File: src/hdl/sph_poly6_density_accumulator_defines.svh
// assertion macros used by the top-level accumulator
`ifndef SPH_POLY6_DENSITY_ACCUMULATOR_DEFINES_SVH
`define SPH_POLY6_DENSITY_ACCUMULATOR_DEFINES_SVH

// implication in the same cycle, ignored while in reset
`define SPH_ASSERT_IMPL(lbl, ante, cons, msg) \
  lbl: assert property (@(posedge clk) disable iff (!rst_n) (ante) |-> (cons)) \
    else $error(msg);

// implication into the next cycle, checked during reset as well
`define SPH_ASSERT_NEXT(lbl, ante, cons, msg) \
  lbl: assert property (@(posedge clk) (ante) |=> (cons)) else $error(msg);

`endif

File: src/hdl/sph_pkg.sv
`timescale 1ns / 1ps
package sph_pkg;

  localparam int FRAC_BITS_DEF   = 16;
  localparam int QUEUE_DEPTH_DEF = 2;

  localparam int POS_W  = 32;
  localparam int MAG_W  = 32;
  localparam int DATA_W = 32;
  localparam int PROD_W = 2 * MAG_W;
  localparam int SUM_W  = 40;
  localparam int ADDR_W = 4;
  localparam int IDX_W  = 2;

  localparam logic [DATA_W-1:0] RADIUS_SQ_RST   = 32'd65536;
  localparam logic [DATA_W-1:0] KERNEL_COEF_RST = 32'd102676;
  localparam logic [DATA_W-1:0] MIN_DENSITY_RST = 32'd0;

  localparam logic [IDX_W-1:0] REG_RADIUS_SQ   = 2'd0;
  localparam logic [IDX_W-1:0] REG_KERNEL_COEF = 2'd1;
  localparam logic [IDX_W-1:0] REG_MIN_DENSITY = 2'd2;

  typedef struct packed {
    logic [MAG_W-1:0] mag_x;
    logic [MAG_W-1:0] mag_y;
    logic [MAG_W-1:0] mag_z;
    logic             valid;
    logic             last;
  } item_t;

  typedef struct packed {
    logic [DATA_W-1:0] radius_sq;
    logic [DATA_W-1:0] kernel_coef;
    logic [DATA_W-1:0] min_density;
  } cfg_t;

  typedef enum logic [3:0] {
    B_IDLE,
    B_AX0,
    B_AX1,
    B_AX2,
    B_DIFF,
    B_L2,
    B_L3,
    B_W,
    B_ACC,
    B_FIN
  } back_state_t;

endpackage

File: src/hdl/sph_back.sv
`timescale 1ns / 1ps
module sph_back #(
  parameter int FRAC_BITS = sph_pkg::FRAC_BITS_DEF
) (
  input  logic                        clk,
  input  logic                        rst_n,
  input  sph_pkg::cfg_t               cfg,
  input  sph_pkg::item_t              q_item,
  input  logic                        q_empty,
  output logic                        q_pop,
  input  logic                        pop,
  output logic                        empty,
  output logic [sph_pkg::DATA_W-1:0]  out_density,
  output logic                        out_was_clamped
);
  import sph_pkg::*;

  localparam int D2_W = PROD_W - FRAC_BITS + 2;
  localparam logic [D2_W-1:0] D2_MAX32 = D2_W'(33'h0FFFFFFFF);
  localparam logic [PROD_W-1:0] SH_MAX32 = PROD_W'(33'h0FFFFFFFF);

  back_state_t        state_r, state_nxt;
  item_t              cur_r, cur_nxt;
  logic [D2_W-1:0]    d2_r, d2_nxt;
  logic [MAG_W-1:0]   l_r, l_nxt;
  logic [DATA_W-1:0]  t_r, t_nxt;
  logic [SUM_W-1:0]   sum_r, sum_nxt;
  logic               out_valid_r, out_valid_nxt;
  logic [DATA_W-1:0]  dens_r, dens_nxt;
  logic               clamp_r, clamp_nxt;

  logic [MAG_W-1:0]   mul_a, mul_b;
  logic [PROD_W-1:0]  prod, sh;
  logic [DATA_W-1:0]  sh_sat, d2_sat, sum_sat;
  logic [SUM_W:0]     sum_add;
  logic               slot_free;

  // one shared multiplier, operands picked by the sequencer step
  always_comb begin
    case (state_r)
      B_AX0:   begin mul_a = cur_r.mag_x; mul_b = cur_r.mag_x; end
      B_AX1:   begin mul_a = cur_r.mag_y; mul_b = cur_r.mag_y; end
      B_AX2:   begin mul_a = cur_r.mag_z; mul_b = cur_r.mag_z; end
      B_L2:    begin mul_a = l_r;         mul_b = l_r;         end
      B_L3:    begin mul_a = t_r;         mul_b = l_r;         end
      B_W:     begin mul_a = cfg.kernel_coef; mul_b = t_r;     end
      default: begin mul_a = '0;          mul_b = '0;          end
    endcase
  end

  assign prod      = PROD_W'(mul_a) * PROD_W'(mul_b);
  assign sh        = prod >> FRAC_BITS;
  assign sh_sat    = (sh > SH_MAX32) ? '1 : sh[DATA_W-1:0];
  assign d2_sat    = (d2_r > D2_MAX32) ? '1 : d2_r[DATA_W-1:0];
  assign sum_add   = {1'b0, sum_r} + (SUM_W + 1)'(t_r);
  assign sum_sat   = (sum_r[SUM_W-1:DATA_W] != '0) ? '1 : sum_r[DATA_W-1:0];
  assign slot_free = !out_valid_r || pop;

  always_comb begin
    state_nxt     = state_r;
    cur_nxt       = cur_r;
    d2_nxt        = d2_r;
    l_nxt         = l_r;
    t_nxt         = t_r;
    sum_nxt       = sum_r;
    out_valid_nxt = out_valid_r && !pop;
    dens_nxt      = dens_r;
    clamp_nxt     = clamp_r;
    q_pop         = 1'b0;
    case (state_r)
      B_IDLE: begin
        if (!q_empty) begin
          q_pop     = 1'b1;
          cur_nxt   = q_item;
          state_nxt = q_item.valid ? B_AX0 : B_FIN;
        end
      end
      B_AX0: begin
        d2_nxt    = D2_W'(sh);
        state_nxt = B_AX1;
      end
      B_AX1: begin
        d2_nxt    = d2_r + D2_W'(sh);
        state_nxt = B_AX2;
      end
      B_AX2: begin
        d2_nxt    = d2_r + D2_W'(sh);
        state_nxt = B_DIFF;
      end
      B_DIFF: begin
        if (d2_sat < cfg.radius_sq) begin
          l_nxt     = cfg.radius_sq - d2_sat;
          state_nxt = B_L2;
        end else begin
          state_nxt = B_FIN;
        end
      end
      B_L2: begin
        t_nxt     = sh_sat;
        state_nxt = B_L3;
      end
      B_L3: begin
        t_nxt     = sh_sat;
        state_nxt = B_W;
      end
      B_W: begin
        t_nxt     = sh_sat;
        state_nxt = B_ACC;
      end
      B_ACC: begin
        sum_nxt   = sum_add[SUM_W] ? '1 : sum_add[SUM_W-1:0];
        state_nxt = B_FIN;
      end
      B_FIN: begin
        if (!cur_r.last) begin
          state_nxt = B_IDLE;
        end else if (slot_free) begin
          out_valid_nxt = 1'b1;
          if (sum_sat < cfg.min_density) begin
            dens_nxt  = cfg.min_density;
            clamp_nxt = 1'b1;
          end else begin
            dens_nxt  = sum_sat;
            clamp_nxt = 1'b0;
          end
          sum_nxt   = '0;
          state_nxt = B_IDLE;
        end
      end
      default: begin
        state_nxt = B_IDLE;
      end
    endcase
  end

  always_ff @(posedge clk) begin
    if (!rst_n) begin
      state_r     <= B_IDLE;
      sum_r       <= '0;
      out_valid_r <= 1'b0;
    end else begin
      state_r     <= state_nxt;
      sum_r       <= sum_nxt;
      out_valid_r <= out_valid_nxt;
    end
  end

  always_ff @(posedge clk) begin
    cur_r   <= cur_nxt;
    d2_r    <= d2_nxt;
    l_r     <= l_nxt;
    t_r     <= t_nxt;
    dens_r  <= dens_nxt;
    clamp_r <= clamp_nxt;
  end

  assign empty           = !out_valid_r;
  assign out_density     = dens_r;
  assign out_was_clamped = clamp_r;

endmodule

File: config.mk
export PLATFORM = sky130hd
export DESIGN_NAME = sph_back
export DESIGN_NICKNAME = d
export VERILOG_FILES = /design/src/hdl/sph_poly6_density_accumulator_defines.svh /design/src/hdl/sph_pkg.sv /design/src/hdl/sph_back.sv
export SDC_FILE = /design/constraint.sdc
export NUM_CORES = 2
export LEC_CHECK = 0
export ABC_AREA = 1
export BUFFER_PORTS_ARGS = -buffer_cell sky130_fd_sc_hd__clkbuf_2
export CORE_UTILIZATION = 25
export DETAILED_ROUTE_END_ITERATION = 16
export PLACE_DENSITY = 0.4
export SLEW_MARGIN = 10
export SYNTH_ARGS = -nofsm -noshare
export SYNTH_HDL_FRONTEND = slang
export SYNTH_SLANG_ARGS = --single-unit
File: constraint.sdc
create_clock -name clk -period 10.4 [get_ports clk]
set_clock_uncertainty 0.15 [all_clocks]
set_input_delay 0.52 -clock clk [delete_from_list [all_inputs] [get_ports clk]]
set_output_delay 0.52 -clock clk [all_outputs]
set_load 0.1 [all_outputs]
Yosys cells after proc, flatten, opt, wreduce, memory -nomap -nowiden
Index checks and enable logic that the tools add are counted.

word-level totals
  ROM bits = 0
  bits in writable memories = 0
  memories kept = 0
  bits in registers = 289
  input bits = 198
  latch bits = 0
  output and inout port bits = 35

operators by class
  mux-type cells = 22
  shift operators = 0
  bitwise operators = 1
  $add $sub $neg = 3
  $mul = 1
  reduce and logical (&&, ||, !) cells = 16
  divide/modulo/power cells = 0
  magnitude comparators = 4
  equal/unequal tests = 13

operator list
  kind                                                              number
  case mux 32 bit (6 select lines)                                  1
  case mux 32 bit (5 select lines)                                  1
  2-to-1 mux 40 bit                                                 3
  case mux 50 bit (2 select lines)                                  1
  2-to-1 mux 32 bit                                                 3
  case mux 40 bit (2 select lines)                                  1
  less-than comparator 32 bit                                       2
  multiplier 32 x 32 -> 64 bit                                      1
  adder 50 x 48 -> 50 bit                                           1
  greater-than comparator 50 x 32 -> 1 bit (second input constant)  1
  greater-than comparator 48 x 32 -> 1 bit (second input constant)  1
  adder 40 x 32 -> 41 bit                                           1
  case mux 4 bit (10 select lines)                                  1
  subtractor 32 bit                                                 1
  2-to-1 mux 4 bit                                                  5
  == test 4 x 3 -> 1 bit (second input constant)                    4
  == test 4 x 2 -> 1 bit (second input constant)                    2
  == test 4 bit (second input constant)                             2
  nonzero test 8 bit                                                1
  2-to-1 mux 1 bit                                                  6
  inequality test 2 bit (second input constant)                     3
  AND reduction 2 bit                                               3
  AND reduction 3 bit                                               2
  == test 4 x 1 -> 1 bit (second input constant)                    1
  other kinds (9)                                                   12

Depth between registers and ports, before layout
  depth after elaboration = 6
  mapped depth = 57
  gate-level depth less buffers = 56

Least setup slack after synthesis
Ideal clock, no wire load.

  kind = register to register
  start point = register state_r[3]
  end point = register d2_r[47] (data pin)
  arrival time = 9,592 ps
  period minus slack after synthesis = 10,011 ps
  path slack = 389 ps
  cell stages (with the launch flop) = 50
  setup time = 269 ps
  path through = dfxtp_1 -> inv_2 -> nand2_1 -> nor2_1 -> clkbuf_1 -> inv_1 -> buf_1 -> o22ai_1 -> nor2_1 -> clkbuf_1 -> nor2_1 -> fa_1 -> inv_1 -> fa_1 -> inv_1 -> fa_1 -> inv_1 -> fa_1 -> [... 14 more ...] -> nand2_1 -> xnor2_1 -> inv_1 -> ha_1 -> a21oi_1 -> inv_1 -> nor2_1 -> o21a_1 -> nand2_1 -> a21oi_1 -> inv_1 -> a21oi_1 -> o21ai_0 -> nand3_1 -> nand4_1 -> or2_2 -> nand3_1 -> o21ai_0

between the ends
  cells in the longest elaborated chain, start to end = 6

ends and longest elaborated chain
  item                                  line                            source
  from (decl)                           sph_back.sv:22                  back_state_t state_r, state_nxt;
  from (signal assigned)                sph_back.sv:142                 state_r <= state_nxt;
  == test 4 x 3 -> 1 bit                sph_back.sv:40                  case (state_r)
  OR reduction 2 bit (no line)          -
  case mux 32 bit (5 select lines)      sph_back.sv:40
  multiplier 32 x 32 -> 64 bit (*)      sph_back.sv:51                  assign prod = PROD_W'(mul_a) * PROD_W'(mul_b);
  named net prod[34]                    sph_back.sv:33                  logic [PROD_W-1:0] prod, sh;
  adder 50 x 48 -> 50 bit (*)           sph_back.sv:83, sph_back.sv:87
  case mux 50 bit (2 select lines) (*)  sph_back.sv:70                  case (state_r)
  named net d2_nxt[47]                  sph_back.sv:24                  logic [D2_W-1:0] d2_r, d2_nxt;
  to (signal assigned)                  sph_back.sv:150                 d2_r <= d2_nxt;
  to (decl)                             sph_back.sv:24

The timed path passes the listed nets; every way through them passes the cells marked *.
A chain may end at the register's enable or synchronous reset.

Worst setup path after layout
  start point = register state_r[3]
  end point = register d2_r[46] (data pin)

between the ends
  cells in the longest elaborated chain, start to end = 6

ends and longest elaborated chain
  item                                  line
  == test 4 x 3 -> 1 bit                sph_back.sv:40
  OR reduction 2 bit (no line)          -
  case mux 32 bit (5 select lines)      sph_back.sv:40
  multiplier 32 x 32 -> 64 bit          sph_back.sv:51
  adder 50 x 48 -> 50 bit               sph_back.sv:83, sph_back.sv:87
  case mux 50 bit (2 select lines) (*)  sph_back.sv:70
  named net d2_nxt[46]                  sph_back.sv:24

Marks and branches as above.

==> results.md <==
- Status: finished, violations left
- Failing checks: setup timing
- Final hold violations: 0
- Relative slew slack: 29.27%
- CTS clk-pin slew, worst paths: 0.07 ns
- Most frequent cells in the layout: inv_1, nand2_1, buf_4
- Final Critical Period: 10.50 ns
- Commonest non-fill, non-tap cell in the layout: inv_1
- Die ar.: 214700 sq um
- Number of synthesized flops with an enable pin: 244
- WL per Instance: 22.18 microns
- M2 GR Usage: 35.42%
- Num CTS Buffers: 35
- CP top delay family: adder cells
- Fillers: 22300
- Congestion Overflow GR: 0
- GR Util All Layers: 22.19%
- Horiz. Die Dim: 463.3 microns
- Simple-gate share of the synthesized area: 18.15%
- Largest family of logic cells by synthesized area: adder cells
- Synth Register Bits: 289
- Die span in y: 463.3 microns
- Primary FF master, synth: edfxtp_1
- Post-DP HPWL: 207200 microns
- Mux cell area share after synthesis: 0%
- Slew Viols, Final: 0
- Crit path max fanout: 14
- Yosys cell types: 57
- Post-Synth XOR/XNOR Area: 2.008%
- Post-Syn Area: 53200 sq um
- RSZ-0062 raised after global routing: true
- Core area: 210600 sq um
- Port Buf Inserts: 232
- Post-Synth Adder-Cell Area: 43.27%
- Placed cells: 10510
- Clock Sinks: 289
- Nets: 9462
- CTS tree: done
- Max incr delay on CP: 0.64 ns
- Cells after synthesis: 6615
- Final worst slack: -0.09640 ns
- Max Fclk: 95.27 MHz
- Type of origin of the critical path: flip-flop
- Layout area overhead: 36.70%
- CP Capture Type: flip-flop
- Busiest layer in global routing: met2
- Skew-Pair Late Insertion Delay: 0.58 ns
- Post-Syn Area per Cell: 8.043 sq um
- Final GP Congestion: 0.9573
- Top Ports: 233
- Clock tree buffer depth: 3
- Post-synthesis compound-gate area fraction: 8.767%
- R2R Setup Slk: -0.1 ns
- Syn Nets: 8114
- Worst slew pin tran: 1.048 ns
- DRT Pass-1 Iters: 5
- Vias per Instance: 4.569
- Initial core utilization: 25.26%
- Hold crit path type: input port to flip-flop
- CTS root buf: clkbuf_16
- Worst EP required: 10.55 ns
- Finished Layout Cells: 10800
- GRT met1 Usage: 32.04%
- Tcrit/Tclk final: 100.9%
- Drc violations: 0
- GR Util met3: 2.514%
- Initial antenna violation count: 8
- FFs w/ async S/R, synth: 0%
- Crit Path Class: flip-flop to flip-flop
- Layout cell share with drive strength beyond 1: 27.81%
- FP Rows: 168
- Crit path DAT: 10.64 ns
- Detailed-route via count: 49330
- Final setup fails: 7
- First-pass GRT wire length: 350900 microns
- CTS H-tree depth: 2
- Max-cap violations: 0
- Iter 0 DRT Violations: 3458
- Register area share after synthesis: 15.47%
- Synth Warn #: 0
- Drt total wl: 239400 microns
- Final Util: 34.53%
- Buf+Inv Stages, Crit Path: 17
- Slowest stage cell, crit path: fa_1
- Vias in the first global route: 51310
- Largest net degree at the start of global routing: 68
- Antenna viol nets, final: 0
-- timing repair --
item                                   CTS  global route
hold buffers                            94             0
setup endpoints to repair               69            67
setup buffers                           92            38
pin swaps                              178           169
gates cloned                             3             1
endpoints found under the hold margin   94             0
resized for setup                      559           278
-- flip-flops by register name, indices dropped and copies added (netlist names) --
register,cells
l_r,32
out_density,32
d2_r,50
sum_r,40
out_valid_r,1
state_r,4
cur_r,97
out_was_clamped,1
t_r,32
-- path summary, 6_finish.rpt --
kind         cells past startpoint         to       start
max reg2reg                     48   d2_r[46]  state_r[3]
min                              1  cur_r[13]  q_item[13]
min reg2reg                      2  sum_r[39]   sum_r[39]
max                             48   d2_r[46]  state_r[3]
-- Yosys cell counts, drive strengths merged, types with 7 or more instances --
library cell  count  area, sq um
a211oi            9        67.56
a21boi           14        105.1
a21o             15        112.6
a21oi           327         1637
a22o             10        87.58
a31oi            38        237.7
a32o             13        130.1
buf              22        135.1
clkbuf          185        694.4
clkinv           35        131.4
dfxtp            45        900.9
edfxtp          244         7327
fa              898        17980
ha              403         5042
inv            1493         5604
nand2          1142         4339
nand3           134        855.8
nand4            23        143.9
nor2            907         3437
nor3             45        240.2
nor4             35        269.0
o211ai           13        97.59
o21a             34        255.2
o21ai           282         1419
o21bai           13        97.59
o221ai            7        61.31
o22ai            29        181.4
or2              45        281.5
xnor2            46        402.9
xor2             76        665.6
-- area by class of cell --
type,count,area (sq um),area share [%]
clock inverter,19,205.2,0.2821
antenna,2,5.005,0.006881
sequential,289,8235,11.32
tap,2805,3510,4.826
clock buffer,44,962.2,1.323
timing repair inverter,1,7.507,0.01032
inverter,1528,5809,7.988
timing repair buffer,1516,12440,17.10
multi-input combinational,4592,41560,57.14
-- routing by layer --
metal / vias up / wire [microns]
li1: 22930 / -
met1: 24920 / 113900
met2: 1288 / 107900
met3: 188 / 11720
met4: 0 / 5933
met5: - / 0
-- cells by family after synthesis --
family	after synthesis
XOR/XNOR	122
adder cells (fa/ha/maj)	1301
buffers and inverters	1735
AND/OR/NAND/NOR	2344
AO/OA/AOI/OAI	824
flip-flops	289
-- per-stage QoR --
| stage | hold WS (ns) | TNS [ns] | setup WS (ns) | cell area (sq um) |
|---|---|---|---|---|
| finish | 0.03858 | -0.4226 | -0.09640 | 72730 |
| global route | 0.01763 | -10.02 | -0.4548 | 72730 |
| CTS | 0.007196 | -1.491 | -0.1639 | 71270 |
| detailed placement | 0.3216 | -31.40 | -1.181 | 66320 |
| global placement | 0.3083 | -36.74 | -1.194 | 66320 |
| floorplan | 0.2953 | 0 | 0.3889 | 53200 |
Power is left out: the tool's default activity adds up to more than one toggle a clock period on the data nets, which glitch-free logic cannot reach.
