===== src/hdl/sph_poly6_density_accumulator_defines.svh =====
// assertion macros used by the top-level accumulator
`ifndef SPH_POLY6_DENSITY_ACCUMULATOR_DEFINES_SVH
`define SPH_POLY6_DENSITY_ACCUMULATOR_DEFINES_SVH

// implication in the same cycle, ignored while in reset
`define SPH_ASSERT_IMPL(lbl, ante, cons, msg) \
  lbl: assert property (@(posedge clk) disable iff (!rst_n) (ante) |-> (cons)) \
    else $error(msg);

// implication into the next cycle, checked during reset as well
`define SPH_ASSERT_NEXT(lbl, ante, cons, msg) \
  lbl: assert property (@(posedge clk) (ante) |=> (cons)) else $error(msg);

`endif


===== src/hdl/sph_pkg.sv =====
`timescale 1ns / 1ps
package sph_pkg;

  localparam int FRAC_BITS_DEF   = 16;
  localparam int QUEUE_DEPTH_DEF = 2;

  localparam int POS_W  = 32;
  localparam int MAG_W  = 32;
  localparam int DATA_W = 32;
  localparam int PROD_W = 2 * MAG_W;
  localparam int SUM_W  = 40;
  localparam int ADDR_W = 4;
  localparam int IDX_W  = 2;

  localparam logic [DATA_W-1:0] RADIUS_SQ_RST   = 32'd65536;
  localparam logic [DATA_W-1:0] KERNEL_COEF_RST = 32'd102676;
  localparam logic [DATA_W-1:0] MIN_DENSITY_RST = 32'd0;

  localparam logic [IDX_W-1:0] REG_RADIUS_SQ   = 2'd0;
  localparam logic [IDX_W-1:0] REG_KERNEL_COEF = 2'd1;
  localparam logic [IDX_W-1:0] REG_MIN_DENSITY = 2'd2;

  typedef struct packed {
    logic [MAG_W-1:0] mag_x;
    logic [MAG_W-1:0] mag_y;
    logic [MAG_W-1:0] mag_z;
    logic             valid;
    logic             last;
  } item_t;

  typedef struct packed {
    logic [DATA_W-1:0] radius_sq;
    logic [DATA_W-1:0] kernel_coef;
    logic [DATA_W-1:0] min_density;
  } cfg_t;

  typedef enum logic [3:0] {
    B_IDLE,
    B_AX0,
    B_AX1,
    B_AX2,
    B_DIFF,
    B_L2,
    B_L3,
    B_W,
    B_ACC,
    B_FIN
  } back_state_t;

endpackage


===== src/hdl/sph_front.sv =====
`timescale 1ns / 1ps
module sph_front (
  input  logic signed [sph_pkg::POS_W-1:0] in_self_x,
  input  logic signed [sph_pkg::POS_W-1:0] in_self_y,
  input  logic signed [sph_pkg::POS_W-1:0] in_self_z,
  input  logic signed [sph_pkg::POS_W-1:0] in_nbr_x,
  input  logic signed [sph_pkg::POS_W-1:0] in_nbr_y,
  input  logic signed [sph_pkg::POS_W-1:0] in_nbr_z,
  input  logic                             in_nbr_valid,
  input  logic                             in_last_neighbor,
  input  logic                             push,
  output logic                             full,
  input  logic                             q_full,
  output logic                             q_push,
  output sph_pkg::item_t                   q_item
);
  import sph_pkg::*;

  // exact axis difference, magnitude fits in 32 bits
  function automatic logic [MAG_W-1:0] abs_diff(input logic signed [POS_W-1:0] a,
                                                input logic signed [POS_W-1:0] b);
    logic signed [POS_W:0] d;
    logic        [POS_W:0] m;
    d = {a[POS_W-1], a} - {b[POS_W-1], b};
    m = d[POS_W] ? (~d + 1'b1) : d;
    return m[MAG_W-1:0];
  endfunction

  always_comb begin
    q_item.mag_x = abs_diff(in_self_x, in_nbr_x);
    q_item.mag_y = abs_diff(in_self_y, in_nbr_y);
    q_item.mag_z = abs_diff(in_self_z, in_nbr_z);
    q_item.valid = in_nbr_valid;
    q_item.last  = in_last_neighbor;
  end

  assign full   = q_full;
  assign q_push = push && !q_full;

endmodule


===== config.mk =====
export PLATFORM = sky130hd
export DESIGN_NAME = sph_front
export DESIGN_NICKNAME = d
export VERILOG_FILES = /design/src/hdl/sph_poly6_density_accumulator_defines.svh /design/src/hdl/sph_pkg.sv /design/src/hdl/sph_front.sv
export SDC_FILE = /design/constraint.sdc
export NUM_CORES = 1
export LEC_CHECK = 0
export BUFFER_PORTS_ARGS = -buffer_cell sky130_fd_sc_hd__buf_2
export CAP_MARGIN = 30
export CORE_ASPECT_RATIO = 1.25
export CORE_MARGIN = 10
export CORE_UTILIZATION = 58
export DETAILED_ROUTE_END_ITERATION = 12
export PLACE_DENSITY = 0.93
export SLEW_MARGIN = 20
export SYNTH_ARGS = -nofsm -noshare
export SYNTH_HDL_FRONTEND = slang
export SYNTH_SLANG_ARGS = --single-unit

===== constraint.sdc =====
create_clock -name vclk -period 7.9
set_clock_uncertainty 0.05 [all_clocks]
set_input_delay 1.58 -clock vclk [all_inputs]
set_output_delay 1.58 -clock vclk [all_outputs]
set_load 0.02 [all_outputs]

* Word level (Yosys, flattened, before mapping) *
Index checks and enable logic that the tools add are counted.

storage, ports and cells
  register bits after elaboration = 0
  output and inout bits = 100
  bits of input ports = 196
  logic and storage cells = 14

cells by class
  add/subtract/negate cells = 6
  bitwise logic cells = 3
  mux-type cells = 3
  reduce and logical (&&, ||, !) cells = 2

operators with widths
  operator                 number
  $sub A32 B32 Y33         3
  $add A32 B1 Y32 const B  3
  $mux W32                 3
  $not A32 Y32             3
  $logic_and A1 B1 Y1      1
  $logic_not A1 Y1         1

* Logic depth before layout (Yosys ltp) *
Gate-level depths: netlist of the first run.

  depth in word-level cells = 4
  gate-level depth with buffers = 15
  depth with buffers taken out = 14

* Least setup slack after synthesis of the first run *
No wires, ideal clock.

  path type = in2out
  start = input in_self_z[0] in the netlist's numbering
  end = output q_item[32] in the netlist's numbering
  stages on the path = 14
  data required time = 6.270 ns
  path buffers = 0
  setup slack = 1.412 ns
  arrival = 4.858 ns
  cells stage by stage = inv_1 -> ha_1 -> inv_1 -> fa_1 -> a21oi_1 -> nand3b_1 -> a211oi_1 -> or3_1 -> a211o_1 -> a21o_1 -> a21oi_1 -> nand4b_1 -> o41a_1 -> xor2_1

RTL lines
  element             RTL line         text
  start: declaration  sph_front.sv:5   input logic signed [sph_pkg::POS_W-1:0] in_self_z,
  end: declaration    sph_front.sv:15  output sph_pkg::item_t q_item

==> results of run 1 <==
kinds of logic (layout without fill, tap and decap cells):
family / after synthesis / count (layout) / share of synthesized area, %
xor gates and xnor gates: 151 / 151 / 15.8
adders and majority gates: 102 / 102 / 15.5
buffers and inverters: 177 / 428 / 8.50
AOI/OAI and AO/OA: 426 / 426 / 34.3
muxes: 7 / 7 / 0.867
other: 0 / 1 / 0
and+or+nand+nor: 396 / 396 / 25.1
cell usage after synthesis, types with 18 or more instances:
master | number | share of area [%]
o21a_1 | 18 | 1.6
nand4_1 | 23 | 1.7
o211ai_1 | 18 | 1.6
xor2_1 | 48 | 5.0
ha_1 | 99 | 15
nor3_1 | 31 | 1.9
a21o_1 | 35 | 3.1
inv_1 | 134 | 6.0
clkbuf_1 | 23 | 1.0
a31oi_1 | 24 | 1.8
nor2_1 | 81 | 3.6
nand2_1 | 106 | 4.8
o21ai_0 | 84 | 5.0
xnor2_1 | 103 | 11
nand3_1 | 26 | 1.6
a21oi_1 | 117 | 7.0
worst max path at each step:
| stage | depth (start not counted) | slack (ns) | to |
|---|---|---|---|
| 2_1_floorplan | 14 | 1.41 | q_item[32] |
| 3_3_place_gp | 13 | 0.97 | q_item[97] |
| 3_5_place_dp | 16 | 0.88 | q_item[29] |
| 4_1_cts | 16 | 0.88 | q_item[29] |
| 5_1_grt | 14 | 0.46 | q_item[97] |
| 6_report | 16 | 0.79 | q_item[29] |
layer usage:
metal / vias up / part of all wire, % / track usage, %
li1: 5103 / - / -
met1: 4757 / 37 / 30.6
met2: 543 / 49 / 50.0
met3: 93 / 9.3 / 5.68
met4: 2 / 4.3 / 10.8
met5: - / 0.037 / 0
cells in the final DEF, fill, tap and decap left out, types with 13 or more instances in the layout:
cell,instances
a211oi_1,14
nand3_1,26
nand2_1,106
o21a_1,18
xor2_1,48
a31oi_1,23
inv_1,134
o211ai_1,18
a21o_1,35
a21oi_1,117
o21ai_0,84
ha_1,99
and3_1,15
nor2b_1,16
o21bai_1,13
nor2_1,81
nand4_1,23
xnor2_1,103
buf_2,292
nor3_1,31
final cells by class:
class,count,area [um^2]
diodes,1,2.50
fillers,1262,4410
inverters,134,503
multi-input cells,1082,7670
well taps,178,223
repair buffers,294,1480
stage by stage:
step,instance area [um^2],cells,utilization [%],setup slack (ns),hold slack (ns)
after floorplan,8370,1259,-,1.41,3.19
after global placement,9860,1688,69.1,0.968,3.11
after detailed placement,9860,1688,69.1,0.881,3.11
after CTS,9860,1688,69.1,0.880,3.11
after global routing,9870,1688,69.1,0.463,3.11
final,9870,1689,69.1,0.791,3.11
power groups by stage:
| stage | clock network (uW) | registers [uW] | logic, uW |
|---|---|---|---|
| 6_report | 0.0000169 | 0 | 1350 |
| 5_1_grt | 0 | 0 | 1460 |
| 4_1_cts | 0 | 0 | 1330 |
| 3_5_place_dp | 0 | 0 | 1330 |
| 3_3_place_gp | 0 | 0 | 1310 |
| 2_1_floorplan | 0 | 0 | 932 |
==> impl_metrics.ini, run 1 <==
[synth]
syn_area_mm2 = 0.00837
yosysWarnings = 0
syn-instance-count = 1259
yosysUniqueCellTypes = 92
synth_nets = 1557
ys_seq_area_share_pct = 0
syn_area_per_cell_um2 = 6.65

[global_route]
grt_pass1_vias = 10200
grt_antenna_before_repair = 2
grt_usage_pct = 27.7
grt_first_pass_wirelength_um = 47800
grt-ovfl-total = 0
grt_max_degree = 21

[floorplan]
core-area_mm2 = 0.0143
start_util_pct = 58.6
die_y_um = 154
die_x_um = 127
pin_count = 296
num_rows = 49
dieArea_mm2 = 0.0197

[sta]
fin_tns_setup_ns = 0
fin_crit_sh_pct = 90.0
fin_crit_ns = 7.11
rsz0062_at_grt = false
slew_headroom_pct = 43.1
max_freq_mhz = 141
hold_viol = 0
drv_slew = 0
setup_viol_count_final = 0
worst_slew_pin_slew_ns = 0.844

[route]
wirelength_um = 29700
wl_per_cell_um = 17.6
drcViolationCount = 0
vias_per_cell = 6.22
ant_nets = 0
detail_route.iter0.violations = 602
dr.pass1.iters = 6
route.vias.total = 10500

[place]
numPortBuffers = 292
place_hpwl_um = 25900
place_congestion = 1.00

[power]
irDropWorstVdd_uv = 128
p_per_area_mw_per_mm2 = 137
power_uw = 1350
p_clk_share_pct = 0
combPwrFrac_pct = 100.0
seqPwrFrac_pct = 0
p_leak_uw = 0.00481
intPower_uw = 488
p_sw_share_pct = 63.8
p_switching_uw = 861

[worst_setup_path]
crit_chain = buf_2, inv_1, ha_1, inv_1, fa_1, a21oi_1, nand3b_1, a21boi_1, o31a_1, nor3_1, o2111ai_1, or4b_1, nor4_1, a21oi_1, xor2_1, buf_2
cp.required_ns = 6.27
critPathKind = input pin to output port
cp-startpoint = in_self_z[0]
max_stage_delay_ns = 0.62
cp_top_family = simple AND/OR/NAND/NOR gates
critPathMaxFanout = 5
crit_arrival_ns = 5.48
cp_slowest_cell = or4b_1
critPathLaunchType = input pin
worst-path-buf-inv = 4
crit_path_end_kind = output port

[outcome]
status = complete, no violations

[cells_and_area]
sequential_cell_area_um2 = 0
area_growth_pct = 17.9
seq_cell_count = 0
drive_gt1_share_pct = 23.0
nets = 1810
nClkBuffers = 0

[clocking]
cts_resized = 0
hold_buffers = 0
post_cts_buffers = 0

[job]
maxCapViolations = 0

[min_path]
min_to = q_item[1]
hp-start = in_nbr_valid
hold_depth = 0
min_path_type = input pin to output port
No activity file was read; power rests on OpenSTA's default activity.
==> run 2: changes to the inputs <==
Settings changed: CORE_UTILIZATION 58 to 48, PLACE_DENSITY 0.93 to 0.9.
Clock period 7.9 ns to 6.35 ns, I/O delays scaled along.
==> run 2 against run 1 <==
Against the previous run:
- utilization decreased by 9.4 points
- first-iteration DRC count increased by 10%
- via count decreased by 0.54%
- final area increased by 2.6%
- die area increased by 18%
- critical path type unchanged
==> impl_metrics.ini, run 2 (synthesis gave the netlist of run 1 again) <==
[worst_setup_path]
critPathLaunchType = input pin
critPathKind = input pin to output port
critPathMaxFanout = 5
cp.required_ns = 5.03
crit_path_end_kind = output port
crit_arrival_ns = 4.85

[route]
detail_route.iter0.violations = 665
dr.pass1.iters = 5
route.vias.total = 10400
drcViolationCount = 0
wl_per_cell_um = 17.1
vias_per_cell = 5.96
wirelength_um = 30000
ant_nets = 0

[place]
numPortBuffers = 292
place_congestion = 0.982
place_hpwl_um = 26100
dp_cells = 1751

[global_route]
grt-ovfl-total = 0
grt_pass1_vias = 10100
grt_antenna_before_repair = 4
grt_usage_pct = 23.4
grt_first_pass_wirelength_um = 48100
grt_max_degree = 19

[sta]
slew_headroom_pct = 48.2
whs_ns = 2.49
fin_crit_ns = 6.17
worst_slew_pin_slew_ns = 0.776
fin_crit_sh_pct = 97.2
hold_viol = 0
drv_slew = 0
max_freq_mhz = 162
setup_viol_count_final = 0

[cells_and_area]
nClkBuffers = 0
layout_commonest_cell = buf_2
drive_gt1_share_pct = 24.6
area_growth_pct = 21.0
nets = 1831
multi_input_area_mm2 = 0.00772
n_fill_cell = 1615
final_cell_mix = 292 x buf_2, 134 x inv_1, 115 x a21oi_1
sequential_cell_area_um2 = 0
final_util_pct = 59.7
stdcell_count = 1753
seq_cell_count = 0

[floorplan]
die_y_um = 168
start_util_pct = 49.3
pin_count = 296
core-area_mm2 = 0.0170
die_x_um = 138
num_rows = 53
dieArea_mm2 = 0.0232

[outcome]
status = complete, no violations

[power]
irDropWorstVdd_uv = 87.7
p_leak_uw = 0.00493
p_per_area_mw_per_mm2 = 168

[clocking]
post_cts_buffers = 0

[job]
maxCapViolations = 0

[min_path]
min_path_type = input pin to output port
run 2: layer usage:
| layer | wire length [um] | track usage, % | share of wire (%) |
|---|---|---|---|
| met1 | 11800 | 27.3 | 39 |
| met2 | 15000 | 43.8 | 50 |
| met4 | 524 | 3.58 | 1.7 |
| met3 | 2650 | 4.30 | 8.8 |
| met5 | 22 | 0 | 0.073 |
run 2: per-stage QoR:
step / area [um^2] / setup WS, ns / setup TNS (ns) / total power, uW
CTS: 10100 / 0.151 / 0 / 1680
detailed placement: 10100 / 0.174 / 0 / 1670
floorplan: 8370 / 0.482 / 0 / 1160
global placement: 10100 / 0.244 / 0 / 1650
finish: 10100 / 0.180 / 0 / 1700
global route: 10100 / -0.0677 / -0.144 / 1840
run 2: final cells by class:
| class | instances | share of cell area (%) |
|---|---|---|
| Multi-Input combinational cell | 1082 | 76.1 |
| Timing Repair Buffer | 315 | 16.1 |
| Inverter | 134 | 4.96 |
| Tap cell | 220 | 2.72 |
| Antenna cell | 2 | 0.0494 |
run 2: what timing repair did:
action | in CTS | in global routing
setup endpoints to repair | 0 | 13
gates resized for setup | 0 | 10
hold buffers | 0 | 0
run 2: where the power goes:
group | switching [uW] | internal [uW] | total, uW
registers | 0 | 0 | 0
logic | 1070 | 631 | 1700
clock network | 0 | 0.0000421 | 0.0000421
run 2: worst max-delay path, stage by stage:
cell and delay (ns):
buf_2 0.10, inv_1 0.05, ha_1 0.16, inv_1 0.05, fa_1 0.42, a21oi_2 0.18, nand3b_1 0.20, a211oi_1 0.16
or4b_1 0.54, nand4_2 0.11, o221ai_2 0.13, or4b_4 0.55, or3_4 0.40, o31ai_4 0.18, xnor2_1 0.14, buf_2 0.20
run 2: final timing paths:
check	start	to	slack, ns	cells past startpoint
hold / removal	in_nbr_valid	q_item[1]	2.49	0
setup / recovery	in_self_z[0]	q_item[33]	0.18	16
==> run 3: changes to the inputs <==
Settings changed: MAX_ROUTING_LAYER set to met4, RECOVER_POWER set to 50.
==> run 3 against run 2 <==
Against the previous run:
- setup slack worse by 0.018 ns
- critical path type unchanged
- count of clock-buffer cells in the layout unchanged
- global-route usage up 1.2 points
- first-iteration DRC count shrank 14%
- wire length rose by 1.4%
- final area stayed put
- largest cell class unchanged
- die area unchanged
==> impl_metrics.ini, run 3 (synthesis gave the netlist of run 1 again) <==
[cells_and_area]
drive_gt1_share_pct = 22.5
final_cell_mix = 253 x buf_2, 134 x inv_1, 114 x a21oi_1
seq_cell_count = 0
multi_input_area_mm2 = 0.00773
layout_commonest_cell = buf_2
final_util_pct = 59.7
area_growth_pct = 21.0
nClkBuffers = 0
fin_area_mm2 = 0.0101
n_fill_cell = 1668
sequential_cell_area_um2 = 0
nets = 1831

[sta]
fin_crit_ns = 6.19
hold_viol = 0
max_freq_mhz = 162
worst_slew_pin_slew_ns = 0.764
fin_crit_sh_pct = 97.4
fin_tns_setup_ns = 0
rsz0062_at_grt = false
slew_headroom_pct = 48.7
fin_ws_ns = 0.163
setup_viol_count_final = 0
drv_slew = 0

[route]
vias_per_cell = 5.98
dr.pass1.iters = 5
route.vias.total = 10500
wirelength_um = 30400
detail_route.iter0.violations = 571
wl_per_cell_um = 17.3
ant_nets = 0
drcViolationCount = 0

[global_route]
grt_antenna_before_repair = 4
grt_max_degree = 21
grt_usage_pct = 24.6
grt_first_pass_wirelength_um = 49100
grt_pass1_vias = 10300
grt-ovfl-total = 0

[power]
p_clk_share_pct = 0
intPower_uw = 613
seqPwrFrac_pct = 0
p_switching_uw = 1090
p_sw_share_pct = 63.9
irDropWorstVdd_uv = 93.9
p_per_area_mw_per_mm2 = 168
combPwrFrac_pct = 100.0
p_leak_uw = 0.00484

[min_path]
hp-start = in_nbr_valid
min_path_type = input pin to output port
hold_depth = 0
min_to = q_item[1]

[worst_setup_path]
critPathMaxFanout = 5
crit_arrival_ns = 4.87
cp_top_family = simple AND/OR/NAND/NOR gates
max_stage_delay_ns = 0.55
critPathKind = input pin to output port
cp.required_ns = 5.03
crit_path_end_kind = output port
crit_chain = buf_2, inv_1, ha_1, inv_1, fa_1, a21oi_2, nand3b_1, a211oi_1, or4b_1, nand4_2, o221ai_2, or4b_4, or3_4, o31ai_4, xnor2_1, buf_2
critPathLaunchType = input pin
cp_slowest_cell = or4b_1
worst-path-buf-inv = 4

[floorplan]
num_rows = 53
dieArea_mm2 = 0.0232
die_y_um = 168
core-area_mm2 = 0.0170
start_util_pct = 49.3
pin_count = 296
die_x_um = 138

[job]
maxCapViolations = 0

[place]
place_congestion = 1.05
placed_cell_area_mm2 = 0.0101
place_hpwl_um = 26400
numPortBuffers = 292
place_ws_ns = 0.181

[outcome]
status = complete, no violations
==> run 3: cell count changes in the layout (fill, tap and decap cells not counted), moves of 3 or more <==
cell,previous run,this run
clkbuf_2,0,7
buf_2,292,253
clkbuf_1,0,33
buf_4,23,20
==> run 3: repair_timing <==
item                                    CTS  global route
endpoints found under the setup margin    0            20
buffers inserted                          0             1
resized for setup                         0            12
hold buffers                              0             0
==> run 3: worst max path at each step <==
stage / start / to / slack, ns / cells past startpoint
floorplan: in_self_z[0] / q_item[32] / 0.48 / 14
global placement: in_self_z[0] / q_item[16] / 0.24 / 19
detailed placement: in_self_z[0] / q_item[33] / 0.18 / 16
CTS: in_self_z[0] / q_item[33] / 0.17 / 16
global route: in_nbr_z[5] / q_item[32] / 0.003 / 15
finish: in_self_z[0] / q_item[33] / 0.16 / 16
==> run 3: through the flow <==
| stage | std cells | hold slack (ns) | power (uW) |
|---|---|---|---|
| final | 1755 | 2.49 | 1700 |
| after global routing | 1755 | 2.49 | 1840 |
| after CTS | 1750 | 2.49 | 1690 |
| after detailed placement | 1750 | 2.49 | 1680 |
| after global placement | 1750 | 2.49 | 1660 |
| after floorplan | 1259 | 2.57 | 1160 |
==> run 3: power groups by stage <==
stage               combinational [uW]  sequential (uW)  clock (uW)
floorplan                         1160                0           0
global placement                  1660                0           0
detailed placement                1680                0           0
CTS                               1690                0           0
global route                      1840                0   0.0000842
finish                            1700                0   0.0000843
==> run 3: routing by layer <==
layer  track usage [%]  part of all wire, %  routed length [um]
met4              6.24                  2.7                 807
met5                 -                    0                   0
met3              3.79                  7.6                2300
met1              28.7                   41               12600
met2              43.0                   48               14800
==> run 3: cell type report <==
cell class         instances  share of cell area, %
multi-input cells       1082                   76.3
well taps                220                   2.72
inverters                134                   4.96
repair buffers           315                   15.9
diodes                     4                 0.0988
