<file path="src/hdl/sph_poly6_density_accumulator_defines.svh">
// assertion macros used by the top-level accumulator
`ifndef SPH_POLY6_DENSITY_ACCUMULATOR_DEFINES_SVH
`define SPH_POLY6_DENSITY_ACCUMULATOR_DEFINES_SVH

// implication in the same cycle, ignored while in reset
`define SPH_ASSERT_IMPL(lbl, ante, cons, msg) \
  lbl: assert property (@(posedge clk) disable iff (!rst_n) (ante) |-> (cons)) \
    else $error(msg);

// implication into the next cycle, checked during reset as well
`define SPH_ASSERT_NEXT(lbl, ante, cons, msg) \
  lbl: assert property (@(posedge clk) (ante) |=> (cons)) else $error(msg);

`endif

</file>
<file path="src/hdl/sph_pkg.sv">
`timescale 1ns / 1ps
package sph_pkg;

  localparam int FRAC_BITS_DEF   = 16;
  localparam int QUEUE_DEPTH_DEF = 2;

  localparam int POS_W  = 32;
  localparam int MAG_W  = 32;
  localparam int DATA_W = 32;
  localparam int PROD_W = 2 * MAG_W;
  localparam int SUM_W  = 40;
  localparam int ADDR_W = 4;
  localparam int IDX_W  = 2;

  localparam logic [DATA_W-1:0] RADIUS_SQ_RST   = 32'd65536;
  localparam logic [DATA_W-1:0] KERNEL_COEF_RST = 32'd102676;
  localparam logic [DATA_W-1:0] MIN_DENSITY_RST = 32'd0;

  localparam logic [IDX_W-1:0] REG_RADIUS_SQ   = 2'd0;
  localparam logic [IDX_W-1:0] REG_KERNEL_COEF = 2'd1;
  localparam logic [IDX_W-1:0] REG_MIN_DENSITY = 2'd2;

  typedef struct packed {
    logic [MAG_W-1:0] mag_x;
    logic [MAG_W-1:0] mag_y;
    logic [MAG_W-1:0] mag_z;
    logic             valid;
    logic             last;
  } item_t;

  typedef struct packed {
    logic [DATA_W-1:0] radius_sq;
    logic [DATA_W-1:0] kernel_coef;
    logic [DATA_W-1:0] min_density;
  } cfg_t;

  typedef enum logic [3:0] {
    B_IDLE,
    B_AX0,
    B_AX1,
    B_AX2,
    B_DIFF,
    B_L2,
    B_L3,
    B_W,
    B_ACC,
    B_FIN
  } back_state_t;

endpackage

</file>
<file path="src/hdl/sph_queue.sv">
`timescale 1ns / 1ps
module sph_queue #(
  parameter int DEPTH = sph_pkg::QUEUE_DEPTH_DEF
) (
  input  logic           clk,
  input  logic           rst_n,
  input  logic           wr_en,
  input  sph_pkg::item_t wr_item,
  output logic           full,
  input  logic           rd_en,
  output sph_pkg::item_t rd_item,
  output logic           empty
);
  import sph_pkg::*;

  localparam int PTR_W = $clog2(DEPTH);
  localparam int CNT_W = $clog2(DEPTH + 1);

  item_t            mem [DEPTH];
  logic [PTR_W-1:0] wr_ptr_r, wr_ptr_nxt;
  logic [PTR_W-1:0] rd_ptr_r, rd_ptr_nxt;
  logic [CNT_W-1:0] cnt_r, cnt_nxt;
  logic             do_wr, do_rd;

  assign full    = (cnt_r == CNT_W'(DEPTH));
  assign empty   = (cnt_r == '0);
  assign do_wr   = wr_en && !full;
  assign do_rd   = rd_en && !empty;
  assign rd_item = mem[rd_ptr_r];

  always_comb begin
    wr_ptr_nxt = wr_ptr_r;
    rd_ptr_nxt = rd_ptr_r;
    cnt_nxt    = cnt_r;
    if (do_wr) begin
      wr_ptr_nxt = (wr_ptr_r == PTR_W'(DEPTH - 1)) ? '0 : wr_ptr_r + 1'b1;
    end
    if (do_rd) begin
      rd_ptr_nxt = (rd_ptr_r == PTR_W'(DEPTH - 1)) ? '0 : rd_ptr_r + 1'b1;
    end
    if (do_wr && !do_rd) begin
      cnt_nxt = cnt_r + 1'b1;
    end else if (do_rd && !do_wr) begin
      cnt_nxt = cnt_r - 1'b1;
    end
  end

  always_ff @(posedge clk) begin
    if (!rst_n) begin
      wr_ptr_r <= '0;
      rd_ptr_r <= '0;
      cnt_r    <= '0;
    end else begin
      wr_ptr_r <= wr_ptr_nxt;
      rd_ptr_r <= rd_ptr_nxt;
      cnt_r    <= cnt_nxt;
    end
  end

  always_ff @(posedge clk) begin
    if (do_wr) begin
      mem[wr_ptr_r] <= wr_item;
    end
  end

endmodule

</file>
<file path="config.mk">
export PLATFORM = sky130hd
export DESIGN_NAME = sph_queue
export DESIGN_NICKNAME = d
export VERILOG_FILES = /design/src/hdl/sph_poly6_density_accumulator_defines.svh /design/src/hdl/sph_pkg.sv /design/src/hdl/sph_queue.sv
export SDC_FILE = /design/constraint.sdc
export NUM_CORES = 1
export LEC_CHECK = 0
export BUFFER_PORTS_ARGS = -buffer_cell sky130_fd_sc_hd__buf_2
export CAP_MARGIN = 20
export CORE_MARGIN = 1
export CORE_UTILIZATION = 35
export CTS_CLUSTER_SIZE = 40
export DETAILED_ROUTE_END_ITERATION = 8
export GPL_ROUTABILITY_DRIVEN = 1
export HOLD_SLACK_MARGIN = 0.08
export SLEW_MARGIN = 20
export SYNTH_ARGS = -nofsm -noshare
export SYNTH_HDL_FRONTEND = slang
export SYNTH_SLANG_ARGS = --single-unit
</file>
<file path="constraint.sdc">
create_clock -name clk -period 16.15 [get_ports clk]
set_input_delay 2.4225 -clock clk [delete_from_list [all_inputs] [get_ports clk]]
set_output_delay 2.4225 -clock clk [all_outputs]
set_load 0.005 [all_outputs]
</file>
Word-level counts from Yosys, hierarchy flattened. Memory sizes are Yosys's and may differ from the RTL's. A register that Yosys moved wholly into a read port is not among the register bits. Index checks and enable logic that the tools add are counted.

Word-level logic and storage cells: 27. Memories kept: 1. Bits in writable memories: 196. Input port bits: 102. Bits in registers: 4.

$add $sub $neg: 4. Muxes and demuxes: 8. Reduce and logical (&&, ||, !) cells: 10. Equal/unequal tests: 1.

Memories: mem (depth 2, bits a word 98, rd ports 1, clocked after memory_dff 1, wr ports 1, line sph_queue.sv:19) `item_t mem [DEPTH];`.

Operator list (number): 1-bit 2-to-1 mux (6); 1-bit logical AND (4); 1-bit zero test (4); 2-bit 2-to-1 mux (2); 1-bit adder (second input constant) (2); 2-bit by 1-bit adder with 2-bit output (second input constant) (1); 2-bit == test (second input constant) (1); 2-bit zero test (1); 2-bit nonzero test (1); 2-bit by 1-bit subtractor with 2-bit output (second input constant) (1).

Logic depth before layout (Yosys ltp). Gate-level depths: netlist of run 1.

Word-level depth: 7. Mapped depth: 7.

Least setup slack after synthesis of run 1. No wires, ideal clock.

Path kind: input -> register. From: input port wr_en. To: memory mem[0][0] in the netlist's numbering, enable pin. Path buffers: 0. Setup time: 0.538 ns. Arrival time: 6.299 ns. Stages: 2. Path slack: 9.312 ns. Cell sequence: inv_1 -> nor3_2.

Cells in the longest elaborated chain, start to end: 3.

RTL lines: from (decl) (line sph_queue.sv:7) `input logic wr_en,`; 1-bit logical AND (line sph_queue.sv:27) `assign do_wr = wr_en && !full;`; 1-bit 2-to-1 mux (line sph_queue.sv:61) `if (do_wr) begin`; 1-bit 2-to-1 mux (not written as such) (line sph_queue.sv:62) `mem[wr_ptr_r] <= wr_item;`; to (decl) (line sph_queue.sv:19).

No other way between the ends.

==> flow_metrics.env, run 1 <==
export IMPL_cts_root_buf="clkbuf_16"
export IMPL_post_route_cell_area_um2=9340
export IMPL_buffer_ports_inserted=201
export IMPL_total_nets_after_synthesis=433
export IMPL_dr_pass1_iters=4
export IMPL_maxCapViolCount=0
export IMPL_grt_util_overall_pct=12.5
export IMPL_std_cell_rows=52
export IMPL_slew_headroom_pct=37.2
export IMPL_timing_setup_tns_ps=0
export IMPL_cp_data_arrival_time_ps=2570
export IMPL_die_area_um2=21700
export IMPL_gate_count_of_the_mapped_netlist=330
export IMPL_r2r_slack_ps=13720
export IMPL_whs_path_depth=2
export IMPL_dpl_hpwl_um=9040
export IMPL_final_hold_worst_slack_ps=557
export IMPL_hold_violations=0
export IMPL_path_cells="buf_4 -> mux2_2 -> buf_2"
export IMPL_synth_edf_count=196
export IMPL_critical_path_required_ps=13730
export IMPL_timing_critical_path_fanout_max=54
export IMPL_yosys_warnings=0
export IMPL_post_synth_num_cell_types=22
export IMPL_global_route_overflow_total=0
export IMPL_antenna_found_initial=2
export IMPL_latest_clock_arrival_within_the_worst_skew_pair_ps=490
export IMPL_critPathBufInv=2
export IMPL_drt_first_iter_violations=95
export IMPL_multiInputGateArea_um2=1320
export IMPL_placed_instance_area_um2=8690
export IMPL_totalWireLength_um=13800
export IMPL_final_cell_mix="201 x buf_2, 196 x edfxtp_1, 78 x mux2_2"
export IMPL_cts_root_to_sink_buffers=3
export IMPL_cts_sinks=201
export IMPL_path_class="reg2out"
export IMPL_cts_buffers_inserted=22
export IMPL_nFillCells=1805
export IMPL_chipHeight_um=147
export IMPL_cpPeakStageDelay_ps=740
export IMPL_place_gp_congestion=0.699
export IMPL_crit_family="buffers and inverters"
export IMPL_floorplan_initialDensity_pct=36.1
export IMPL_cts_max_level=1
export IMPL_synth_ff_type="edfxtp_1"
export IMPL_worst_r2r_cell_count=5
export IMPL_pwr_per_cell_area_nw_per_um2=154
export IMPL_unrepaired_setup_endpoints_after_global_routing="false"
export IMPL_worstMarginPinSlew_ps=942
export IMPL_timing_final_setup_violations=0
export IMPL_drt_antenna_violating_nets=0
export IMPL_final_seq_area_um2=5990
export IMPL_finalMaxSlewViolations=0
export IMPL_syn_area_um2=7380
export IMPL_final_layout_size_suffix_gt1_share_pct=59.6
export IMPL_static_leakage_power_nw=3.49
export IMPL_worst_setup_path_end_kind="output pin"
export IMPL_global_route_wire_length_before_repair_um=20900
export IMPL_core_um2=20400
export IMPL_cts_repair_resized=0
export IMPL_worst_path_max_delay_cell="dfxtp_4"
export IMPL_clk_transition_reported_paths_ps=60
export IMPL_timing_fmax_mhz=200
export IMPL_cts_hold_buffers_added=0
export IMPL_vdd_ir_drop_worst_mv=0.0964
export IMPL_post_cts_setup_buffer_count=0
export IMPL_routedWlPerCell_um=16.6
export IMPL_layout_cells_most_common="buf_2"
export IMPL_worst_path_stages=3
export IMPL_startpoint_type="flop"
export IMPL_floorplan_io_pins=202
export IMPL_routed_via_count=3738
export IMPL_yosysSeqAreaShare_pct=81.1
export IMPL_chipWidth_um=147
export IMPL_finalCritPeriodShare_pct=30.9
export IMPL_finClkSkew_ps=8.83
export IMPL_syn_avg_cell_area_um2=22.4
export IMPL_timing_hold_worst_class="reg2reg"
export IMPL_pin_count_of_the_biggest_net_entering_global_routing=70
export IMPL_synth_ff_latch_count=201
export IMPL_viasPerCell=4.48
export IMPL_finalWorstPathRequiredPeriod_ps=4990
export IMPL_final_setup_worst_slack_ps=11160
export IMPL_worst_slack_after_detailed_placement_ps=11590
export IMPL_areaGrowthSynthToFinish_pct=26.5
export IMPL_grt_pass1_vias=3964
export IMPL_share_of_synthesized_flip_flops_with_an_asynchronous_set_or_reset_pct=0
export IMPL_finalNetCount=651
export IMPL_result_of_the_run="completed"
export IMPL_drc=0
export IMPL_tritoncts_clock_tree="done"
[sequential cells by signal (all words and copies together) (netlist names), named ones only]
signal and flops:
rd_ptr_r 1, cnt_r 2, mem 196, wr_ptr_r 1
[kinds of logic after synthesis]
kind of cell,share of synthesized area (%)
flip-flops,81.1
multiplexers,16.0
buffers and inverters,1.19
AND/OR/NAND/NOR,0.746
AO/OA/AOI/OAI,0.441
XOR/XNOR,0.356
adder cells (fa/ha/maj),0.170
[worst paths after layout]
| path | startpoint | endpoint |
|---|---|---|
| setup / recovery | flop | rd_item[77] |
| hold / removal | cnt_r[1] | cnt_r[1] |
| setup reg to reg | cnt_r[0] | mem[0][88] |
| hold reg to reg | cnt_r[1] | cnt_r[1] |
[tightest hold or removal path, cell delays in order, from the launching register on]
cell and delay, ps:
dfxtp_1 340, o21ai_0 110, a21boi_1 70
[synth_stat cells (2+ instances only)]
master    count  area [um^2]
edfxtp_1    196         5890
mux2_2       78          878
mux2_4       20          300
buf_2         7         35.0
dfxtp_1       5          100
buf_6         4         45.0
and2_1        3         18.8
nor2_1        2         7.51
xnor2_1       2         17.5
[layer usage]
| layer | GRT usage, % | routed length, um | vias up | share of wire [%] |
|---|---|---|---|---|
| li1 | - | - | 1748 | - |
| met1 | 14.5 | 5570 | 1828 | 40 |
| met2 | 21.9 | 6900 | 130 | 50 |
| met3 | 4.13 | 1130 | 30 | 8.2 |
| met4 | 3.40 | 229 | 2 | 1.7 |
| met5 | 0 | 8 | - | 0.058 |
[area by class of cell]
type	count	area share, %
timing repair buffer	205	11.1
sequential	201	64.2
antenna	1	0.0268
clock inverter	13	0.603
tap	270	3.62
clock buffer	27	6.33
multi-input combinational	116	14.1
inverter	2	0.0804
[power breakdown]
| group | switching [mW] | internal (mW) | total [mW] |
|---|---|---|---|
| registers | 0.0330 | 0.657 | 0.690 |
| clock network | 0.184 | 0.258 | 0.442 |
| logic | 0.142 | 0.166 | 0.307 |
[stage by stage]
| step | cells | total power [mW] | utilization, % |
|---|---|---|---|
| final | 835 | 1.44 | 45.7 |
| after global routing | 834 | 1.51 | 45.7 |
| after CTS | 834 | 1.46 | 45.7 |
| after detailed placement | 794 | 1.02 | 42.5 |
| after global placement | 794 | 1.01 | 42.5 |
| after floorplan | 330 | 0.891 | - |
No activity file was read; power rests on OpenSTA's default activity.
==> run 2: changes to the inputs <==
- clock period: 16.15 -> 5.2 ns (I/O delays scaled with it)
==> run 2 against run 1 <==
Compared with the run above: largest cell class unchanged; global-route usage increased by 0.26 points; routed wire length increased by 0.87%; flip-flop and latch count unchanged; worst hold slack got worse by 88 ps; count of clock-buffer cells in the layout increased by 2.
==> flow_metrics.env, run 2 (same netlist as run 1, synthesis figures left out) <==
export IMPL_result_of_the_run="completed"
export IMPL_final_setup_worst_slack_ps=2020
export IMPL_timing_critical_path_fanout_max=44
export IMPL_cts_root_to_sink_buffers=3
export IMPL_core_um2=20400
export IMPL_cpPeakStageDelay_ps=710
export IMPL_r2r_slack_ps=2800
export IMPL_worstMarginPinSlew_ps=1030
export IMPL_global_route_overflow_total=0
export IMPL_cts_hold_buffers_added=0
export IMPL_critPathBufInv=3
export IMPL_vdd_ir_drop_worst_mv=0.303
export IMPL_std_cell_rows=52
export IMPL_die_area_um2=21700
export IMPL_antenna_diode_count=0
export IMPL_timing_setup_tns_ps=0
export IMPL_viasPerCell=4.48
export IMPL_finalNetCount=652
export IMPL_final_cell_mix="201 x buf_2, 196 x edfxtp_1, 78 x mux2_2"
export IMPL_timing_fmax_mhz=315
export IMPL_cts_sinks=201
export IMPL_buffer_ports_inserted=201
export IMPL_static_leakage_power_nw=3.52
export IMPL_finalWorstPathRequiredPeriod_ps=3180
export IMPL_dr_pass1_iters=4
export IMPL_path_class="reg2out"
export IMPL_pwr_per_cell_area_nw_per_um2=490
export IMPL_max_flop_register="mem"
export IMPL_dpl_hpwl_um=9160
export IMPL_hold_end="mem[0][33]"
export IMPL_crit_reg2reg_capture="mem[1][61]"
export IMPL_drt_first_iter_violations=120
export IMPL_place_gp_congestion=0.701
export IMPL_grt_pass1_vias=3978
export IMPL_path_cells="buf_16 -> buf_4 -> mux2_4 -> buf_2"
export IMPL_placedCellCount=795
export IMPL_whs_path_depth=1
export IMPL_drc=0
export IMPL_finClkSkew_ps=20.7
export IMPL_floorplan_initialDensity_pct=36.1
export IMPL_critical_path_required_ps=4420
export IMPL_areaGrowthSynthToFinish_pct=27.5
export IMPL_layout_cells_most_common="buf_2"
export IMPL_crit_family="buffers and inverters"
export IMPL_global_route_wire_length_before_repair_um=21500
export IMPL_grt_util_overall_pct=12.7
export IMPL_antenna_found_initial=1
export IMPL_cts_max_level=1
export IMPL_timing_hold_worst_class="in2reg"
export IMPL_routed_via_count=3735
export IMPL_layout_cells_non_filler=833
export IMPL_worst_setup_path_end_kind="output pin"
export IMPL_totalWireLength_um=14000
export IMPL_floorplan_io_pins=202
export IMPL_startpoint_type="flop"
export IMPL_latest_clock_arrival_within_the_worst_skew_pair_ps=500
export IMPL_cts_repair_resized=0
export IMPL_routedWlPerCell_um=16.8
export IMPL_worst_r2r_cell_count=3
export IMPL_timing_final_setup_violations=0
export IMPL_drt_antenna_violating_nets=0
export IMPL_slew_headroom_pct=31.4
export IMPL_hp_start="wr_item[33]"
export IMPL_chipWidth_um=147
export IMPL_pin_count_of_the_biggest_net_entering_global_routing=73
export IMPL_chipHeight_um=147
export IMPL_unrepaired_setup_endpoints_after_global_routing="false"
export IMPL_max_reg_flops=196
export IMPL_finalCritPeriodShare_pct=61.1
export IMPL_worst_r2r_startpoint="cnt_r[0]"
export IMPL_finalMaxSlewViolations=0
export IMPL_cp_data_arrival_time_ps=2400
export IMPL_worst_slack_after_detailed_placement_ps=2480
export IMPL_clk_transition_reported_paths_ps=60
export IMPL_final_layout_size_suffix_gt1_share_pct=60.0
export IMPL_worst_path_max_delay_cell="dfxtp_4"
export IMPL_maxCapViolCount=0
export IMPL_post_cts_setup_buffer_count=0
export IMPL_cts_root_buf="clkbuf_16"
export IMPL_hold_violations=0
export IMPL_tritoncts_clock_tree="done"
export IMPL_cts_buffers_inserted=22
export IMPL_biggest_regs="mem (196), cnt_r (2)"
-- run 2: cell count changes in the layout (fill, tap and decap cells not counted), sizes merged --
cell | before | now
buf | 205 | 206
clkinvlp | 0 | 2
clkbuf | 27 | 29
diode | 1 | 0
clkinv | 13 | 5
bufinv | 0 | 2
-- run 2: worst max-delay path by stage --
| stage | startpoint | to | slack (ps) | cells after the start |
|---|---|---|---|---|
| floorplan | wr_en | mem[0][0] | 5 | 2 |
| global placement | flop | rd_item[73] | 2340 | 3 |
| detailed placement | flop | rd_item[58] | 2480 | 4 |
| CTS | flop | rd_item[58] | 1940 | 4 |
| global route | flop | rd_item[63] | 1880 | 4 |
| finish | flop | rd_item[74] | 2020 | 4 |
-- run 2: through the flow --
stage | utilization, % | hold slack [ps] | area (um^2) | power (mW)
global route | 46.1 | 444 | 9410 | 4.83
finish | 46.1 | 469 | 9410 | 4.61
detailed placement | 42.7 | 530 | 8710 | 3.18
global placement | 42.5 | 495 | 8690 | 3.13
floorplan | - | 483 | 7380 | 2.77
CTS | 46.1 | 445 | 9410 | 4.69
-- run 2: metal layers --
| layer | part of all wire, % | routed length [um] | global-route usage (%) |
|---|---|---|---|
| met1 | 40 | 5530 | 15.0 |
| met2 | 52 | 7200 | 22.6 |
| met3 | 6.4 | 894 | 3.82 |
| met4 | 2.4 | 338 | 3.45 |
| met5 | 0 | 0 | 0 |
-- run 2: worst reg2reg max path, cell delays in order, from the launching register on --
cell	delay, ps
dfxtp_1	420
nand2b_1	200
and3_4	900
buf_4	520
-- run 2: layout make-up --
type | count | area [um^2]
flip-flops and latches | 201 | 5990
clock buffers | 29 | 598
repair buffers | 206 | 1060
fillers | 1820 | 11000
clock inverters | 9 | 97.6
inverters | 2 | 7.51
multi-input cells | 116 | 1320
well taps | 270 | 338
-- run 2: power breakdown --
group | switching, mW | internal, mW | total (mW)
combinational | 0.451 | 0.528 | 0.979
clock | 0.587 | 0.905 | 1.49
sequential | 0.0977 | 2.04 | 2.14
total | 1.14 | 3.47 | 4.61
==> run 3: changes to the inputs <==
- clock period: 5.2 -> 3 ns (I/O delays scaled with it)
==> run 3 against run 2 <==
Compared with the run above: register-to-register slack worse by 1700 ps; power is 65% higher; core utilization is 0.45 points lower; worst setup slack worse by 1400 ps; clock skew is 15 ps lower; first-iteration DRC count is 53% higher; highest routed layer unchanged; critical endpoint is now rd_item[27]; global-route usage hardly changed.
==> flow_metrics.env, run 3 (same netlist as run 1, synthesis figures left out) <==
export IMPL_grt_pass1_vias=4086
export IMPL_worstMarginPinSlew_ps=685
export IMPL_drc=0
export IMPL_post_route_cell_area_um2=9320
export IMPL_std_cell_rows=52
export IMPL_final_cell_mix="201 x buf_2, 196 x edfxtp_1, 78 x mux2_2"
export IMPL_finalNetCount=653
export IMPL_finalMaxSlewViolations=0
export IMPL_hold_violations=0
export IMPL_clk_transition_reported_paths_ps=60
export IMPL_worst_setup_path_end_kind="output pin"
export IMPL_latest_clock_arrival_within_the_worst_skew_pair_ps=480
export IMPL_placed_instance_area_um2=8760
export IMPL_floorplan_io_pins=202
export IMPL_startpoint_type="flop"
export IMPL_timing_fmax_mhz=419
export IMPL_layout_cells_non_filler=827
export IMPL_pwr_per_cell_area_nw_per_um2=816
export IMPL_timing_critical_path_fanout_max=47
export IMPL_total_power_mw=7.61
export IMPL_post_cts_setup_buffer_count=0
export IMPL_antenna_found_initial=0
export IMPL_floorplan_initialDensity_pct=36.1
export IMPL_final_layout_size_suffix_gt1_share_pct=60.0
export IMPL_layout_cells_most_common="buf_2"
export IMPL_routedWlPerCell_um=16.6
export IMPL_max_flop_register="mem"
export IMPL_global_route_overflow_total=0
export IMPL_timing_setup_tns_ps=0
export IMPL_finalCritPeriodShare_pct=79.5
export IMPL_final_hold_worst_slack_ps=156
export IMPL_finalCoreUtilization_pct=45.6
export IMPL_final_setup_worst_slack_ps=614
export IMPL_biggest_regs="mem (196), cnt_r (2)"
export IMPL_max_reg_flops=196
export IMPL_worst_slack_after_detailed_placement_ps=1050
export IMPL_areaGrowthSynthToFinish_pct=26.3
export IMPL_pin_count_of_the_biggest_net_entering_global_routing=78
export IMPL_slew_headroom_pct=54.3
export IMPL_vdd_ir_drop_worst_mv=0.489
export IMPL_cts_sinks=201
export IMPL_cts_buffers_inserted=21
export IMPL_timing_hold_worst_class="in2reg"
export IMPL_chipHeight_um=147
export IMPL_core_um2=20400
export IMPL_placedCellCount=797
export IMPL_totalWireLength_um=13700
export IMPL_path_class="reg2out"
export IMPL_die_area_um2=21700
export IMPL_viasPerCell=4.50
export IMPL_dpl_hpwl_um=9010
export IMPL_result_of_the_run="completed"
export IMPL_cp_data_arrival_time_ps=1940
export IMPL_finalWorstPathRequiredPeriod_ps=2390
export IMPL_static_leakage_power_nw=3.47
export IMPL_maxCapViolCount=0
export IMPL_chipWidth_um=147
export IMPL_antenna_diode_count=0
export IMPL_finClkSkew_ps=6.15
export IMPL_cts_repair_resized=0
export IMPL_global_route_wire_length_before_repair_um=21400
export IMPL_unrepaired_setup_endpoints_after_global_routing="false"
export IMPL_cts_root_buf="clkbuf_16"
export IMPL_grt_util_overall_pct=12.7
export IMPL_critical_path_required_ps=2550
export IMPL_place_gp_congestion=0.699
export IMPL_routed_via_count=3721
export IMPL_timing_final_setup_violations=0
export IMPL_tritoncts_clock_tree="done"
export IMPL_dr_pass1_iters=4
export IMPL_cts_hold_buffers_added=0
export IMPL_worst_r2r_cell_count=3
export IMPL_cts_max_level=1
export IMPL_whs_path_depth=1
export IMPL_cts_root_to_sink_buffers=3
export IMPL_buffer_ports_inserted=201
export IMPL_drt_first_iter_violations=183
export IMPL_drt_antenna_violating_nets=0
==> run 3: final timing paths <==
kind                 endpoint  slack, ps        start
setup / recovery  rd_item[27]        610         flop
hold / removal     mem[1][21]        160  wr_item[21]
setup reg to reg   mem[1][35]       1120     cnt_r[0]
hold reg to reg          flop        580     rd_ptr_r
==> run 3: layer usage <==
| metal | share of wire [%] | track usage [%] | vias to the layer above |
|---|---|---|---|
| li1 | - | - | 1747 |
| met1 | 39 | 14.0 | 1814 |
| met2 | 52 | 23.4 | 137 |
| met3 | 7.1 | 3.94 | 23 |
| met4 | 2.4 | 3.61 | 0 |
| met5 | 0 | 0 | - |
==> run 3: layout make-up <==
cell class | instances | area (um^2)
clock buffer | 25 | 541
clock inverter | 5 | 20.0
fill | 1804 | 11100
inverter | 2 | 10.0
multi-input combinational | 116 | 1320
sequential | 201 | 5990
tap | 270 | 338
timing repair buffer | 208 | 1100
==> run 3: critical path, cell delays in order (launching register included) <==
cell and delay [ps]:
dfxtp_4 350, buf_4 530, mux2_2 430, buf_2 130
==> run 3: power breakdown <==
| group | total [mW] | internal [mW] | switching, mW |
|---|---|---|---|
| logic | 1.79 | 0.936 | 0.853 |
| clock network | 2.19 | 1.26 | 0.937 |
| registers | 3.63 | 3.53 | 0.0941 |
